$ cat src/hdl/gtc_pkg.sv
// shared types, constants and helpers for the generator transfer controller
// no dependencies; imported by every module of the block
`timescale 1ns / 1ps
`default_nettype none

package gtc_pkg;

    localparam int LEVEL_BITS_DEF = 8;
    localparam int CFG_BITS       = 8;
    localparam int CNT_BITS       = 9;
    localparam int APB_ADDR_BITS  = 5;
    localparam int APB_DATA_BITS  = 32;
    localparam int QUEUE_DEPTH    = 4;
    localparam int QPTR_BITS      = $clog2(QUEUE_DEPTH);
    localparam int QCNT_BITS      = $clog2(QUEUE_DEPTH + 1);
    localparam int OUT_TDATA_BITS = 16;

    // upper bounds of the temperature / pressure ladder bands
    localparam int TP_BOTH_MAX  = 105;
    localparam int TP_LOWP_MAX  = 135;
    localparam int TP_HIGHT_MAX = 190;

    // register indexes, byte address is four times the index
    localparam logic [2:0] REG_LINE_MIN   = 3'd0;
    localparam logic [2:0] REG_GEN_MIN    = 3'd1;
    localparam logic [2:0] REG_GEN_DEAD   = 3'd2;
    localparam logic [2:0] REG_START_DLY  = 3'd3;
    localparam logic [2:0] REG_RETURN_DLY = 3'd4;
    localparam logic [2:0] REG_RETRY_INT  = 3'd5;

    // temperature / pressure status codes
    localparam logic [2:0] TP_OK          = 3'd0;
    localparam logic [2:0] TP_BOTH        = 3'd1;
    localparam logic [2:0] TP_LOW_PRESS   = 3'd2;
    localparam logic [2:0] TP_HIGH_TEMP   = 3'd3;
    localparam logic [2:0] TP_NOT_CHECKED = 3'd4;

    typedef enum logic [1:0] {
        GEN_NONE = 2'd0,
        GEN_LOW  = 2'd1,
        GEN_GOOD = 2'd2
    } t_gen_class;

    typedef struct packed {
        logic [CFG_BITS-1:0] line_min;
        logic [CFG_BITS-1:0] gen_min;
        logic [CFG_BITS-1:0] gen_dead;
        logic [CFG_BITS-1:0] start_dly;
        logic [CFG_BITS-1:0] return_dly;
        logic [CFG_BITS-1:0] retry_int;
    } t_cfg;

    // one classified polling pass
    typedef struct packed {
        logic       line_ok;
        t_gen_class gen_class;
        logic [2:0] tp_class;
    } t_pass;

    // result beat, generator_in_use in the lowest bit
    typedef struct packed {
        logic [2:0] tp_status;
        logic       start_failed;
        logic       voltage_fault;
        logic       alarm_on;
        logic       fault_latched;
        logic       return_seq;
        logic       restart_seq;
        logic       start_seq;
        logic       gen_in_use;
    } t_result;

    function automatic logic [CNT_BITS-1:0] sat_inc(input logic [CNT_BITS-1:0] v);
        logic [CNT_BITS-1:0] r;
        r = (&v) ? v : v + CNT_BITS'(1);
        return r;
    endfunction

endpackage

`default_nettype wire

$ cat src/hdl/gtc_regs.sv
// configuration register file behind the apb-style port
// depends on gtc_pkg
`timescale 1ns / 1ps
`default_nettype none

module gtc_regs (
    input  wire logic                              i_clk,
    input  wire logic                              i_rst_n,
    input  wire logic                              psel,
    input  wire logic                              penable,
    input  wire logic                              pwrite,
    input  wire logic [gtc_pkg::APB_ADDR_BITS-1:0] paddr,
    input  wire logic [gtc_pkg::APB_DATA_BITS-1:0] pwdata,
    output logic      [gtc_pkg::APB_DATA_BITS-1:0] prdata,
    output logic                                   pready,
    output gtc_pkg::t_cfg                          o_cfg
);
    import gtc_pkg::*;

    t_cfg                r_cfg;
    logic [2:0]          idx;
    logic [CFG_BITS-1:0] wval;
    logic [CFG_BITS-1:0] rval;
    logic                wr;

    assign idx    = paddr[APB_ADDR_BITS-1:2];
    assign wval   = pwdata[CFG_BITS-1:0];
    assign pready = 1'b1;
    assign wr     = psel & penable & pwrite & pready;

    always_ff @(posedge i_clk) begin
        if (!i_rst_n) begin
            r_cfg.line_min   <= CFG_BITS'(113);
            r_cfg.gen_min    <= CFG_BITS'(113);
            r_cfg.gen_dead   <= CFG_BITS'(50);
            r_cfg.start_dly  <= CFG_BITS'(4);
            r_cfg.return_dly <= CFG_BITS'(45);
            r_cfg.retry_int  <= CFG_BITS'(60);
        end else if (wr) begin
            case (idx)
                REG_LINE_MIN:   r_cfg.line_min   <= wval;
                REG_GEN_MIN:    r_cfg.gen_min    <= wval;
                REG_GEN_DEAD:   r_cfg.gen_dead   <= wval;
                REG_START_DLY:  r_cfg.start_dly  <= wval;
                REG_RETURN_DLY: r_cfg.return_dly <= wval;
                REG_RETRY_INT:  r_cfg.retry_int  <= wval;
                default: ;
            endcase
        end
    end

    always_comb begin
        case (idx)
            REG_LINE_MIN:   rval = r_cfg.line_min;
            REG_GEN_MIN:    rval = r_cfg.gen_min;
            REG_GEN_DEAD:   rval = r_cfg.gen_dead;
            REG_START_DLY:  rval = r_cfg.start_dly;
            REG_RETURN_DLY: rval = r_cfg.return_dly;
            REG_RETRY_INT:  rval = r_cfg.retry_int;
            default:        rval = '0;
        endcase
    end

    assign prdata = APB_DATA_BITS'(rval);
    assign o_cfg  = r_cfg;

endmodule

`default_nettype wire

$ cat src/hdl/gtc_front.sv
// front end: takes input beats and classifies the three sampled levels
// depends on gtc_pkg
`timescale 1ns / 1ps
`default_nettype none

module gtc_front #(
    parameter int LEVEL_BITS = gtc_pkg::LEVEL_BITS_DEF
) (
    input  wire logic                  i_valid,
    output logic                       o_ready,
    input  wire logic [LEVEL_BITS-1:0] i_line,
    input  wire logic [LEVEL_BITS-1:0] i_gen,
    input  wire logic [LEVEL_BITS-1:0] i_tp,
    input  wire gtc_pkg::t_cfg         i_cfg,
    input  wire logic                  i_full,
    output logic                       o_push,
    output gtc_pkg::t_pass             o_pass
);
    import gtc_pkg::*;

    logic [LEVEL_BITS-1:0] line_min;
    logic [LEVEL_BITS-1:0] gen_min;
    logic [LEVEL_BITS-1:0] gen_dead;

    assign line_min = LEVEL_BITS'(i_cfg.line_min);
    assign gen_min  = LEVEL_BITS'(i_cfg.gen_min);
    assign gen_dead = LEVEL_BITS'(i_cfg.gen_dead);

    assign o_ready = ~i_full;
    assign o_push  = i_valid & ~i_full;

    always_comb begin
        o_pass.line_ok = (i_line >= line_min);

        // dead level wins over minimum level whatever the register order
        if (i_gen < gen_dead)     o_pass.gen_class = GEN_NONE;
        else if (i_gen < gen_min) o_pass.gen_class = GEN_LOW;
        else                      o_pass.gen_class = GEN_GOOD;

        if (i_tp <= LEVEL_BITS'(TP_BOTH_MAX))       o_pass.tp_class = TP_BOTH;
        else if (i_tp <= LEVEL_BITS'(TP_LOWP_MAX))  o_pass.tp_class = TP_LOW_PRESS;
        else if (i_tp <= LEVEL_BITS'(TP_HIGHT_MAX)) o_pass.tp_class = TP_HIGH_TEMP;
        else                                        o_pass.tp_class = TP_OK;
    end

endmodule

`default_nettype wire

$ cat src/hdl/gtc_queue.sv
// short queue of classified passes between front and back end
// depends on gtc_pkg
`timescale 1ns / 1ps
`default_nettype none

module gtc_queue (
    input  wire logic           i_clk,
    input  wire logic           i_rst_n,
    input  wire logic           i_push,
    input  wire gtc_pkg::t_pass i_data,
    output logic                o_full,
    input  wire logic           i_pop,
    output logic                o_valid,
    output gtc_pkg::t_pass      o_data
);
    import gtc_pkg::*;

    t_pass                r_mem [QUEUE_DEPTH];
    logic [QPTR_BITS-1:0] r_wr_ptr;
    logic [QPTR_BITS-1:0] r_rd_ptr;
    logic [QCNT_BITS-1:0] r_count;
    logic                 do_pop;

    assign o_full  = (r_count == QCNT_BITS'(QUEUE_DEPTH));
    assign o_valid = (r_count != '0);
    assign o_data  = r_mem[r_rd_ptr];
    assign do_pop  = i_pop & o_valid;

    function automatic logic [QPTR_BITS-1:0] ptr_next(input logic [QPTR_BITS-1:0] p);
        logic [QPTR_BITS-1:0] r;
        r = (p == QPTR_BITS'(QUEUE_DEPTH - 1)) ? '0 : p + QPTR_BITS'(1);
        return r;
    endfunction

    always_ff @(posedge i_clk) begin
        if (i_push) begin
            r_mem[r_wr_ptr] <= i_data;
        end
    end

    always_ff @(posedge i_clk) begin
        if (!i_rst_n) begin
            r_wr_ptr <= '0;
            r_rd_ptr <= '0;
            r_count  <= '0;
        end else begin
            if (i_push) r_wr_ptr <= ptr_next(r_wr_ptr);
            if (do_pop) r_rd_ptr <= ptr_next(r_rd_ptr);
            if (i_push && !do_pop)      r_count <= r_count + QCNT_BITS'(1);
            else if (!i_push && do_pop) r_count <= r_count - QCNT_BITS'(1);
        end
    end

endmodule

`default_nettype wire

$ cat src/hdl/gtc_back.sv
// back end: transfer mode state, retry and fault latches, result register
// depends on gtc_pkg
`timescale 1ns / 1ps
`default_nettype none

module gtc_back (
    input  wire logic           i_clk,
    input  wire logic           i_rst_n,
    input  wire gtc_pkg::t_cfg  i_cfg,
    input  wire logic           i_q_valid,
    input  wire gtc_pkg::t_pass i_pass,
    output logic                o_pop,
    output logic                o_valid,
    input  wire logic           i_ready,
    output gtc_pkg::t_result    o_result
);
    import gtc_pkg::*;

    logic                r_on;
    logic [CNT_BITS-1:0] r_low;
    logic [CNT_BITS-1:0] r_back;
    logic [CNT_BITS-1:0] r_retry;
    logic                r_fault;
    logic                r_alarm;
    logic                r_vfault;
    logic                r_sfail;
    logic                r_valid;
    t_result             r_result;

    logic                n_on;
    logic [CNT_BITS-1:0] n_low;
    logic [CNT_BITS-1:0] n_back;
    logic [CNT_BITS-1:0] n_retry;
    logic                n_fault;
    logic                n_alarm;
    logic                n_vfault;
    logic                n_sfail;
    t_result             n_result;

    logic                start_req;
    logic                restart_req;
    logic                return_req;
    logic                check_gen;
    logic [2:0]          tp_status;
    logic [CNT_BITS-1:0] low_inc;
    logic [CNT_BITS-1:0] back_inc;
    logic [CNT_BITS-1:0] retry_inc;
    logic [CNT_BITS-1:0] two_int;

    assign o_pop    = i_q_valid & (~r_valid | i_ready);
    assign o_valid  = r_valid;
    assign o_result = r_result;

    assign low_inc   = sat_inc(r_low);
    assign back_inc  = sat_inc(r_back);
    assign retry_inc = sat_inc(r_retry);
    assign two_int   = {i_cfg.retry_int, 1'b0};

    always_comb begin
        n_on        = r_on;
        n_low       = r_low;
        n_back      = r_back;
        n_retry     = r_retry;
        n_fault     = r_fault;
        n_alarm     = r_alarm;
        n_vfault    = r_vfault;
        n_sfail     = r_sfail;
        start_req   = 1'b0;
        restart_req = 1'b0;
        return_req  = 1'b0;
        check_gen   = 1'b0;
        tp_status   = TP_NOT_CHECKED;

        // mode transfer
        if (i_pass.line_ok) begin
            if (r_on) begin
                if (back_inc > CNT_BITS'(i_cfg.return_dly)) begin
                    n_back     = '0;
                    n_on       = 1'b0;
                    return_req = 1'b1;
                end else begin
                    n_back    = back_inc;
                    check_gen = 1'b1;
                end
            end else begin
                n_low = '0;
            end
        end else begin
            if (r_on) begin
                n_back    = '0;
                check_gen = 1'b1;
            end else if (low_inc > CNT_BITS'(i_cfg.start_dly) && !r_fault) begin
                n_low     = '0;
                n_on      = 1'b1;
                start_req = 1'b1;
            end else begin
                n_low = low_inc;
            end
        end

        // generator checks; alarm is always set along with the shutdown fault
        if (check_gen) begin
            case (i_pass.gen_class)
                GEN_NONE: begin
                    n_retry = retry_inc;
                    if (retry_inc == CNT_BITS'(i_cfg.retry_int) || retry_inc == two_int) begin
                        restart_req = 1'b1;
                        n_alarm     = 1'b1;
                    end
                    if (retry_inc > two_int) begin
                        n_fault = 1'b1;
                        n_alarm = 1'b1;
                        n_sfail = 1'b1;
                    end
                end
                GEN_LOW: begin
                    n_fault  = 1'b1;
                    n_alarm  = 1'b1;
                    n_vfault = 1'b1;
                end
                GEN_GOOD: begin
                    n_retry = '0;
                    if (!r_fault) begin
                        tp_status = i_pass.tp_class;
                        if (i_pass.tp_class != TP_OK) begin
                            n_fault = 1'b1;
                            n_alarm = 1'b1;
                        end
                    end
                end
                default: ;
            endcase
        end

        n_result.tp_status     = tp_status;
        n_result.start_failed  = n_sfail;
        n_result.voltage_fault = n_vfault;
        n_result.alarm_on      = n_alarm;
        n_result.fault_latched = n_fault;
        n_result.return_seq    = return_req;
        n_result.restart_seq   = restart_req;
        n_result.start_seq     = start_req;
        n_result.gen_in_use    = n_on;
    end

    always_ff @(posedge i_clk) begin
        if (!i_rst_n) begin
            r_on     <= 1'b0;
            r_low    <= '0;
            r_back   <= '0;
            r_retry  <= '0;
            r_fault  <= 1'b0;
            r_alarm  <= 1'b0;
            r_vfault <= 1'b0;
            r_sfail  <= 1'b0;
            r_valid  <= 1'b0;
        end else begin
            if (o_pop) begin
                r_on     <= n_on;
                r_low    <= n_low;
                r_back   <= n_back;
                r_retry  <= n_retry;
                r_fault  <= n_fault;
                r_alarm  <= n_alarm;
                r_vfault <= n_vfault;
                r_sfail  <= n_sfail;
                r_valid  <= 1'b1;
            end else if (i_ready) begin
                r_valid  <= 1'b0;
            end
        end
    end

    always_ff @(posedge i_clk) begin
        if (o_pop) begin
            r_result <= n_result;
        end
    end

endmodule

`default_nettype wire

$ cat src/hdl/generator_transfer_controller.sv
// top level of the generator transfer controller: register file, front end,
// pass queue and back end; depends on gtc_pkg, gtc_regs, gtc_front,
// gtc_queue and gtc_back
//
// usage
//   each beat on the s_axis side is one polling pass: mains, generator and
//   temperature/pressure levels; each pass gives exactly one result beat on
//   the m_axis side, in order
//   the front end classifies the levels against the registers and writes the
//   pass into a four-entry queue; the back end runs the mains/generator mode,
//   saturating pass counters and fault latches, one pass per unstalled cycle
//   path: the pass is registered in a queue entry and then in the result
//   register, which drives the result beat
//   throughput: one pass per cycle while the receiver takes the result beats,
//   set by the state update of the back end
//   receiver stall: the result register holds its beat, the back end stops
//   and the queue fills; s_axis_tready drops only once the queue is full
//   reset (synchronous, active low): mode on mains, counters and latches
//   cleared, queue empty, registers at their defaults; the user must have the
//   registers written only while no pass is in flight; block does not enforce
`timescale 1ns / 1ps
`default_nettype none

module generator_transfer_controller #(
    parameter int LEVEL_BITS = gtc_pkg::LEVEL_BITS_DEF
) (
    input  wire logic                                   i_clk,
    input  wire logic                                   i_rst_n,
    // apb-style configuration port, register i at byte address 4*i
    input  wire logic                                   psel,
    input  wire logic                                   penable,
    input  wire logic                                   pwrite,
    input  wire logic [gtc_pkg::APB_ADDR_BITS-1:0]      paddr,
    input  wire logic [gtc_pkg::APB_DATA_BITS-1:0]      pwdata,
    output logic      [gtc_pkg::APB_DATA_BITS-1:0]      prdata,
    output logic                                        pready,
    // polling pass input
    input  wire logic                                   s_axis_tvalid,
    output logic                                        s_axis_tready,
    // line_level, generator_level, temp_pressure_level, zero padding
    input  wire logic [((3*LEVEL_BITS+7)/8)*8-1:0]      s_axis_tdata,
    // result output
    output logic                                        m_axis_tvalid,
    input  wire logic                                   m_axis_tready,
    // generator_in_use, start_sequence, restart_sequence, return_sequence,
    // fault_latched, alarm_on, generator_voltage_fault, start_failed,
    // temp_pressure_status[2:0], zero padding
    output logic      [gtc_pkg::OUT_TDATA_BITS-1:0]     m_axis_tdata
);
    import gtc_pkg::*;

    t_cfg    cfg;
    t_pass   front_pass;
    t_pass   queue_pass;
    t_result result;
    logic    q_full;
    logic    q_valid;
    logic    push;
    logic    pop;

    gtc_regs u_regs (
        .i_clk   (i_clk),
        .i_rst_n (i_rst_n),
        .psel    (psel),
        .penable (penable),
        .pwrite  (pwrite),
        .paddr   (paddr),
        .pwdata  (pwdata),
        .prdata  (prdata),
        .pready  (pready),
        .o_cfg   (cfg)
    );

    // classification needs only the levels and the registers
    gtc_front #(
        .LEVEL_BITS (LEVEL_BITS)
    ) u_front (
        .i_valid (s_axis_tvalid),
        .o_ready (s_axis_tready),
        .i_line  (s_axis_tdata[LEVEL_BITS-1:0]),
        .i_gen   (s_axis_tdata[2*LEVEL_BITS-1:LEVEL_BITS]),
        .i_tp    (s_axis_tdata[3*LEVEL_BITS-1:2*LEVEL_BITS]),
        .i_cfg   (cfg),
        .i_full  (q_full),
        .o_push  (push),
        .o_pass  (front_pass)
    );

    gtc_queue u_queue (
        .i_clk   (i_clk),
        .i_rst_n (i_rst_n),
        .i_push  (push),
        .i_data  (front_pass),
        .o_full  (q_full),
        .i_pop   (pop),
        .o_valid (q_valid),
        .o_data  (queue_pass)
    );

    // mode, counters and latches; the result register parts it from the sink
    gtc_back u_back (
        .i_clk     (i_clk),
        .i_rst_n   (i_rst_n),
        .i_cfg     (cfg),
        .i_q_valid (q_valid),
        .i_pass    (queue_pass),
        .o_pop     (pop),
        .o_valid   (m_axis_tvalid),
        .i_ready   (m_axis_tready),
        .o_result  (result)
    );

    assign m_axis_tdata = OUT_TDATA_BITS'(result);

endmodule

`default_nettype wire

$ cat config.mk
export PLATFORM = sky130hd
export DESIGN_NAME = generator_transfer_controller
export DESIGN_NICKNAME = d
export VERILOG_FILES = /design/src/hdl/gtc_pkg.sv /design/src/hdl/gtc_regs.sv /design/src/hdl/gtc_front.sv /design/src/hdl/gtc_queue.sv /design/src/hdl/gtc_back.sv /design/src/hdl/generator_transfer_controller.sv
export SDC_FILE = /design/constraint.sdc
export NUM_CORES = 1
export LEC_CHECK = 0
export BUFFER_PORTS_ARGS = -buffer_cell sky130_fd_sc_hd__clkbuf_2
export CORE_UTILIZATION = 52
export CTS_CLUSTER_DIAMETER = 80
export DETAILED_ROUTE_END_ITERATION = 10
export PLACE_DENSITY = 0.78
export SYNTH_ARGS = -nofsm -noshare
export SYNTH_HDL_FRONTEND = slang
export SYNTH_SLANG_ARGS = --single-unit
$ cat constraint.sdc
create_clock -name i_clk -period 3.35 [get_ports i_clk]
set_clock_uncertainty 0.15 [all_clocks]
set_input_delay 0.5025 -clock i_clk [delete_from_list [all_inputs] [get_ports i_clk]]
set_output_delay 0.5025 -clock i_clk [all_outputs]
set_load 0.005 [all_outputs]
# After elaboration in Yosys (flattened, before gate mapping)
# Memory sizes are Yosys's and may differ from the RTL's. A register that Yosys moved wholly into a read port is not among the register bits.
# Cells that the tools add are included.
[op_classes] addsub=7 magnitude_cmp=9 eq_ne=12 n_mux=53 n_bitwise=11 n_reduce_logical=30
[op_table] cell="$mux 9" count=11
[op_table] cell="$pmux 8 s6" count=1
[op_table] cell="$add 9x1->9 const B" count=3
[op_table] cell="$mux 1" count=27
[op_table] cell="$reduce_and 9->1" count=3
[op_table] cell="$reduce_and 2->1" count=10
[op_table] cell="$gt 9x8->1" count=2
[op_table] cell="$pmux 9 s2" count=1
[op_table] cell="$le 8x8->1 const B" count=2
[op_table] cell="$lt 8x8->1" count=2
[op_table] cell="$mux 2" count=7
[op_table] cell="$mux 3" count=4
[op_table] cell="$eq 3x3->1 const B" count=3
[op_table] cell="$eq 9x8->1" count=1
[op_table] cell="$eq 9x9->1" count=1
[op_table] cell="$gt 9x9->1" count=1
[op_table] cell="$ge 8x8->1" count=1
[op_table] cell="$le 8x7->1 const B" count=1
[op_table] cell="$eq 2x2->1 const B" count=3
[op_table] cell="$eq 3x2->1 const B" count=2
[op_table] cell="$pmux 1 s3" count=2
[op_table] cell="$reduce_bool 2->1" count=3
[op_table] cell="$reduce_bool 3->1" count=2
[op_table] cell="$and 1x1->1" count=5
[op_table] cell="15 further kinds" count=24
[totals] regBits=99 ramBits=24 inputBits=68 out_inout_bits=51 wordCells=150 memories=1
[mem_list] name="u_queue.r_mem" depth=4 width=6 rd=1 rd_clocked_by_memory_dff=1 wr=1 line_no="gtc_queue.sv:18" text="t_pass r_mem [QUEUE_DEPTH];"

# Longest topological paths before layout
[depth] ltp_word=8 ltp_mapped=16 mapped_depth_nobuf=15

# Cells and area by module
# A second synthesis with hierarchy kept.
[unflattened] hier_cells=824 hier_area_um2=7737.4
[modules_own_cells] module="gtc_back" instances=1 cells_each=385 area_per_inst_um2=3228.1 seq_area_each_um2=991.0
[modules_own_cells] module="gtc_regs" instances=1 cells_each=264 area_per_inst_um2=2492.4 seq_area_each_um2=960.9
[modules_own_cells] module="gtc_queue" instances=1 cells_each=78 area_per_inst_um2=1342.5 seq_area_each_um2=900.9
[modules_own_cells] module="gtc_front" instances=1 cells_each=91 area_per_inst_um2=633.1 seq_area_each_um2=0.0
[modules_own_cells] module="generator_transfer_controller" instances=1 cells_each=6 area_per_inst_um2=41.3 seq_area_each_um2=0.0

# Worst setup path before layout
# OpenSTA, ideal clock, no wires.
[synth_timing] kind="register to register" start="reg u_back.r_back[0]" end="reg u_back.r_retry[3]" setup_ps=119 t_arrival_ps=3101 required_ps=3081 slack_ps=-20 path_stages_with_launch=15 n_path_buf=1 period_less_slack_ps=3370 cell_sequence="dfxtp_1 -> ha_1 -> and4_1 -> nand3_1 -> nand2b_1 -> nor2_1 -> xor2_1 -> ha_1 -> a211oi_1 -> o21ai_0 -> o221ai_1 -> a21oi_1 -> a2111o_1 -> buf_6 -> o221a_2"
[synth_between] elab_chain_cells=7 elab_cells_between_ends=8 cone_classes="add/sub (1); order compare (1); mux (4); reduce/logical (2)"
[synth_rtl] item="from (decl)" line_no="gtc_back.sv:21" text="logic [CNT_BITS-1:0] r_back;"
[synth_rtl] item="from (signal assigned)" line_no="gtc_back.sv:161" text="r_back <= n_back;"
[synth_rtl] item="$add 9x1->9 / $reduce_and 9->1 (equally long branches)" line_no="gtc_pkg.sv:75" text="r = (&v) ? v : v + CNT_BITS'(1);"
[synth_rtl] item="$mux 9 *" line_no="gtc_pkg.sv:75"
[synth_rtl] item="$gt 9x8->1 *" line_no="gtc_back.sv:77" text="if (back_inc > CNT_BITS'(i_cfg.return_dly)) begin"
[synth_rtl] item="$mux 1 *" line_no="gtc_back.sv:77"
[synth_rtl] item="$mux 1 *" line_no="gtc_back.sv:76" text="if (r_on) begin"
[synth_rtl] item="$mux 1 *" line_no="gtc_back.sv:75" text="if (i_pass.line_ok) begin"
[synth_rtl] item="$reduce_and 3->1 (no source line) *"
[synth_rtl] item="to (signal assigned)" line_no="gtc_back.sv:162" text="r_retry <= n_retry;"
[synth_rtl] item="to (decl)" line_no="gtc_back.sv:22" text="logic [CNT_BITS-1:0] r_retry;"
# Every way passes the cells marked *; elsewhere a longest branch is shown, timed or not.
# A chain may end at the register's enable or synchronous reset.

# Worst setup path in the final report
[layout_timing] start="reg u_back.r_back[1]" end="reg u_back.r_retry[1]"
# The elaborated chain is that of the path after synthesis.

==> impl_results.md <==
- Outcome: finished, final reports clean
- Post-synth EDFFs: 31
- Largest cells by area after synthesis: dfxtp_1 (25%), edfxtp_1 (13%), ha_1 (9.7%)
- Vias per cell: 5.55
- Yosys top cell area share: 0.254
- FF-to-FF setup slack: approximately 0.036 ns
- Max-slew headroom: 0.529
- WHS Path Cells: 4
- Total Wirelength: 16.6 mm
- Routed Antenna Nets: 0
- WP data arrival: 3.46 ns
- Max_cap viols: 0
- Die area: approximately 14,000 um^2
- Net Sw Frac: 0.308
- Main synth FF type: dfxtp_1
- Clk_lat worst skew: 0.42 ns
- Row cnt: 42
- Critical R2R Launch: u_back.r_back[1]$_SDFFE_PN0P_
- 1st-iter DRT viols: 407
- Avg Cell Area, Syn: 9.19 um^2
- Largest area contributor in the netlist: dfxtp_1
- CTS H-tree lvls: 4
- Hold Path Class: in -> reg
- Port Buffers: 62
- GRT Total Usage: 0.238
- Setup Crit Path Kind: reg -> reg
- Core area: 13,300 um^2
- Cts-stage hold buffer count: 0
- Worst IR Drop VDD: a little over 400 uV
- Routed length per instance: 15.8 um
- Netlist cell types: 62
- Tcrit/Tclk final: 0.989
- Number of CTS-inserted buffers: 17
- Number of fill cells: 1,072
- Fin util: 0.635
- Pwr Density: 537 nW/um^2
- R2R depth: 15
- Internal power: 0.00314 W
- Via count: 5,857
- First-pass GRT wire length: roughly 26 mm
- I/O pin cnt: roughly 120
- Die Span X: between 100 and 150 um
- Flops & latches, synth: 121
- Largest net degree at the start of global routing: 36
- Seq pwr share: 0.396
- Yosys warns: 0
- Detailed Place HPWL: approximately 12 mm
- Worst Hold End: u_back.o_valid$_SDFFE_PN0P_
- Layout cells sized above 1: 0.218
- Clock network fraction of total power: 0.366
- R2r endpoint: u_back.r_retry[1]$_SDFFE_PN0P_
- Final worst slack: 0.0356 ns
- DP Worst Slack: -0.112 ns
- Worst-path clk slew: 0.06 ns
- Accumulated negative setup slack: 0 ns
- Combinational share of power: 0.239
- ANT cells: 0
- Synthesis-to-finish area growth: 19.0%
- Net Sw Power: 0.00140 W
- Placed Cells: 1,018
- Drt drc: 0
- Initial antenna violation count: 0
- Crit-path max FO: 6
- CTS tree: yes
- Critical Path End Type: flop
- Aggregate global routing overflow: 0
- Die span in y: 119 um
- Root Buffer: clkbuf_16
- Initial Util: 0.533
- Register area share after synthesis: 0.385
- Clock period minus worst slack: around 3.3 ns
- Async set-or-reset flop fraction in the synthesized netlist: 0
- Startpoint types: flop
- Nets@finish: between 900 and 1,000
- Fmax: 302 MHz
- Endpoints failing hold: 0
- Clock buffer depth: 2
- Count of final setup violators: 0
- Mapped Area: 7090 um^2
- Number of global-route vias before repair: 5,379
- Worst path required time: 3.50 ns
- Max Transition Viols Final: 0
- Synth Instances: 772
- Leakage power: 3.66 nW
- RSZ-0062 raised after global routing: true
- Worst-margin pin slew: 0.707 ns
- Drt pass-1 iters: 5
- HP Start: m_axis_tready
- Routability congestion estimate: 0.932
- Pwr Total: roughly 0.0045 W
- Non-Filler Instances: around 1,100
- CTS Sinks: 121
registers in the layout, summed over array words and instances, names as in the netlist, named ones only:
register and count:
u_back.r_sfail 1, u_back.o_valid 1, u_back.r_on 1, u_queue.r_rd_ptr 2
u_queue.r_mem 20, u_queue.r_wr_ptr 2, u_back.r_vfault 1, u_regs.o_cfg 48
u_back.r_fault 1, u_back.r_alarm 1, u_queue.r_count 3, u_back.r_retry 9
u_back.r_low 9, u_back.o_result 11, u_back.r_back 9
cell usage in the layout (no fill, tap or decap), types with 7 or more instances in the layout:
cell type	count
and3_1	12
mux4_2	8
o22ai_1	7
nor2b_1	8
nor2_1	67
clkbuf_16	17
nand2_1	65
nand4_1	12
o21ai_0	18
inv_1	61
a21o_1	8
xnor2_1	13
a21oi_1	33
mux2i_1	42
nand2b_1	11
nand3_1	11
conb_1	30
o21bai_1	7
a22oi_1	11
buf_4	44
o211ai_1	14
edfxtp_1	31
nor3_1	21
ha_1	52
o21a_1	10
clkbuf_2	62
dfxtp_1	84
power groups by stage:
stage               registers (W)  logic (W)  clock network, W
finish                    0.00179    0.00108           0.00166
global route              0.00182    0.00120           0.00175
CTS                       0.00179    0.00103           0.00167
detailed placement        0.00182    0.00101                 0
global placement          0.00181   0.000991                 0
floorplan                 0.00179   0.000728                 0
per-stage QoR:
stage / cell area [um^2] / hold slack [ns]
2_1_floorplan: 7200 / 0.284
3_3_place_gp: 7680 / 0.291
3_5_place_dp: 7680 / 0.304
4_1_cts: 8260 / 0.199
5_1_grt: 8440 / 0.259
6_report: 8440 / 0.206
metal layers:
metal,track usage,routed length (um),share of wire,vias to the layer above
li1,-,-,-,2885
met1,0.316,7350,0.44,2765
met2,0.383,8070,0.49,175
met3,0.0507,817,0.049,32
met4,0.0854,389,0.023,0
met5,0,0,0,-
worst max path at each step:
stage	startpoint	end	slack [ns]
finish	u_back.r_back[1]$_SDFFE_PN0P_	u_back.r_retry[1]$_SDFFE_PN0P_	0.04
global route	u_back.r_back[1]$_SDFFE_PN0P_	u_back.r_retry[1]$_SDFFE_PN0P_	-0.07
CTS	u_back.r_back[0]$_SDFFE_PN0P_	u_back.r_retry[1]$_SDFFE_PN0P_	0.003
detailed placement	u_back.r_back[0]$_SDFFE_PN0P_	u_back.r_retry[4]$_SDFFE_PN0P_	-0.11
global placement	u_back.r_back[0]$_SDFFE_PN0P_	u_back.r_retry[3]$_SDFFE_PN0P_	-0.06
floorplan	u_back.r_back[0]$_SDFFE_PN0P_	u_back.r_retry[3]$_SDFFE_PN0P_	0.04
logic make-up (layout without fill, tap and decap cells):
logic type               count (synthesis)  in the layout  share of synthesized area
AO/OA/AOI/OAI                          152            152                      0.149
XOR/XNOR                                21             21                     0.0259
adder cells (fa/ha/maj)                 56             56                     0.0999
buffers and inverters                  123            202                     0.0842
flip-flops                             121            121                      0.385
multiplexers                            55             55                     0.0926
other                                    2             30                    0.00106
AND/OR/NAND/NOR                        242            242                      0.162
worst max-delay path: stages, from the launching register on:
cell and delay (ns):
dfxtp_2 0.35, ha_4 0.14, and4_4 0.24, nand3_4 0.12, nand2b_4 0.12, nor2_4 0.04, xor2_2 0.18, ha_2 0.20
a211oi_2 0.21, o21ai_1 0.10, o221ai_2 0.21, a21oi_2 0.11, a2111o_1 0.54, o21bai_4 0.22, a22oi_1 0.17, nor2_1 0.07
cell usage after synthesis, types with 9 or more instances:
cell type and n:
o21ai_0 20, clkbuf_1 22, nor2b_1 9, nand2b_1 12, o21a_1 10, ha_1 55, edfxtp_1 31, o211ai_1 14
and3_1 13, nor3_1 22, mux2i_1 42, xnor2_1 15, nand3_1 12, nand4_1 12, nor2_1 71, dfxtp_1 90
nand2_1 65, a22oi_1 12, buf_4 31, a21oi_1 35, inv_1 61
timing repair:
action                                  CTS  global route
gates resized for setup                   7            38
endpoints found under the setup margin   14            29
cloned                                    1             0
pin swaps                                 3            17
buffers inserted                          1             3
final cells by class:
type,count,area [um^2],share of cell area
multi-input cells,556,4040,0.479
flip-flops and latches,121,2740,0.325
repair buffers,108,663,0.0786
clock buffers,17,425,0.0504
inverters,62,233,0.0276
well taps,176,220,0.0261
clock inverters,15,111,0.0132
(Power assumes the default switching activity.)
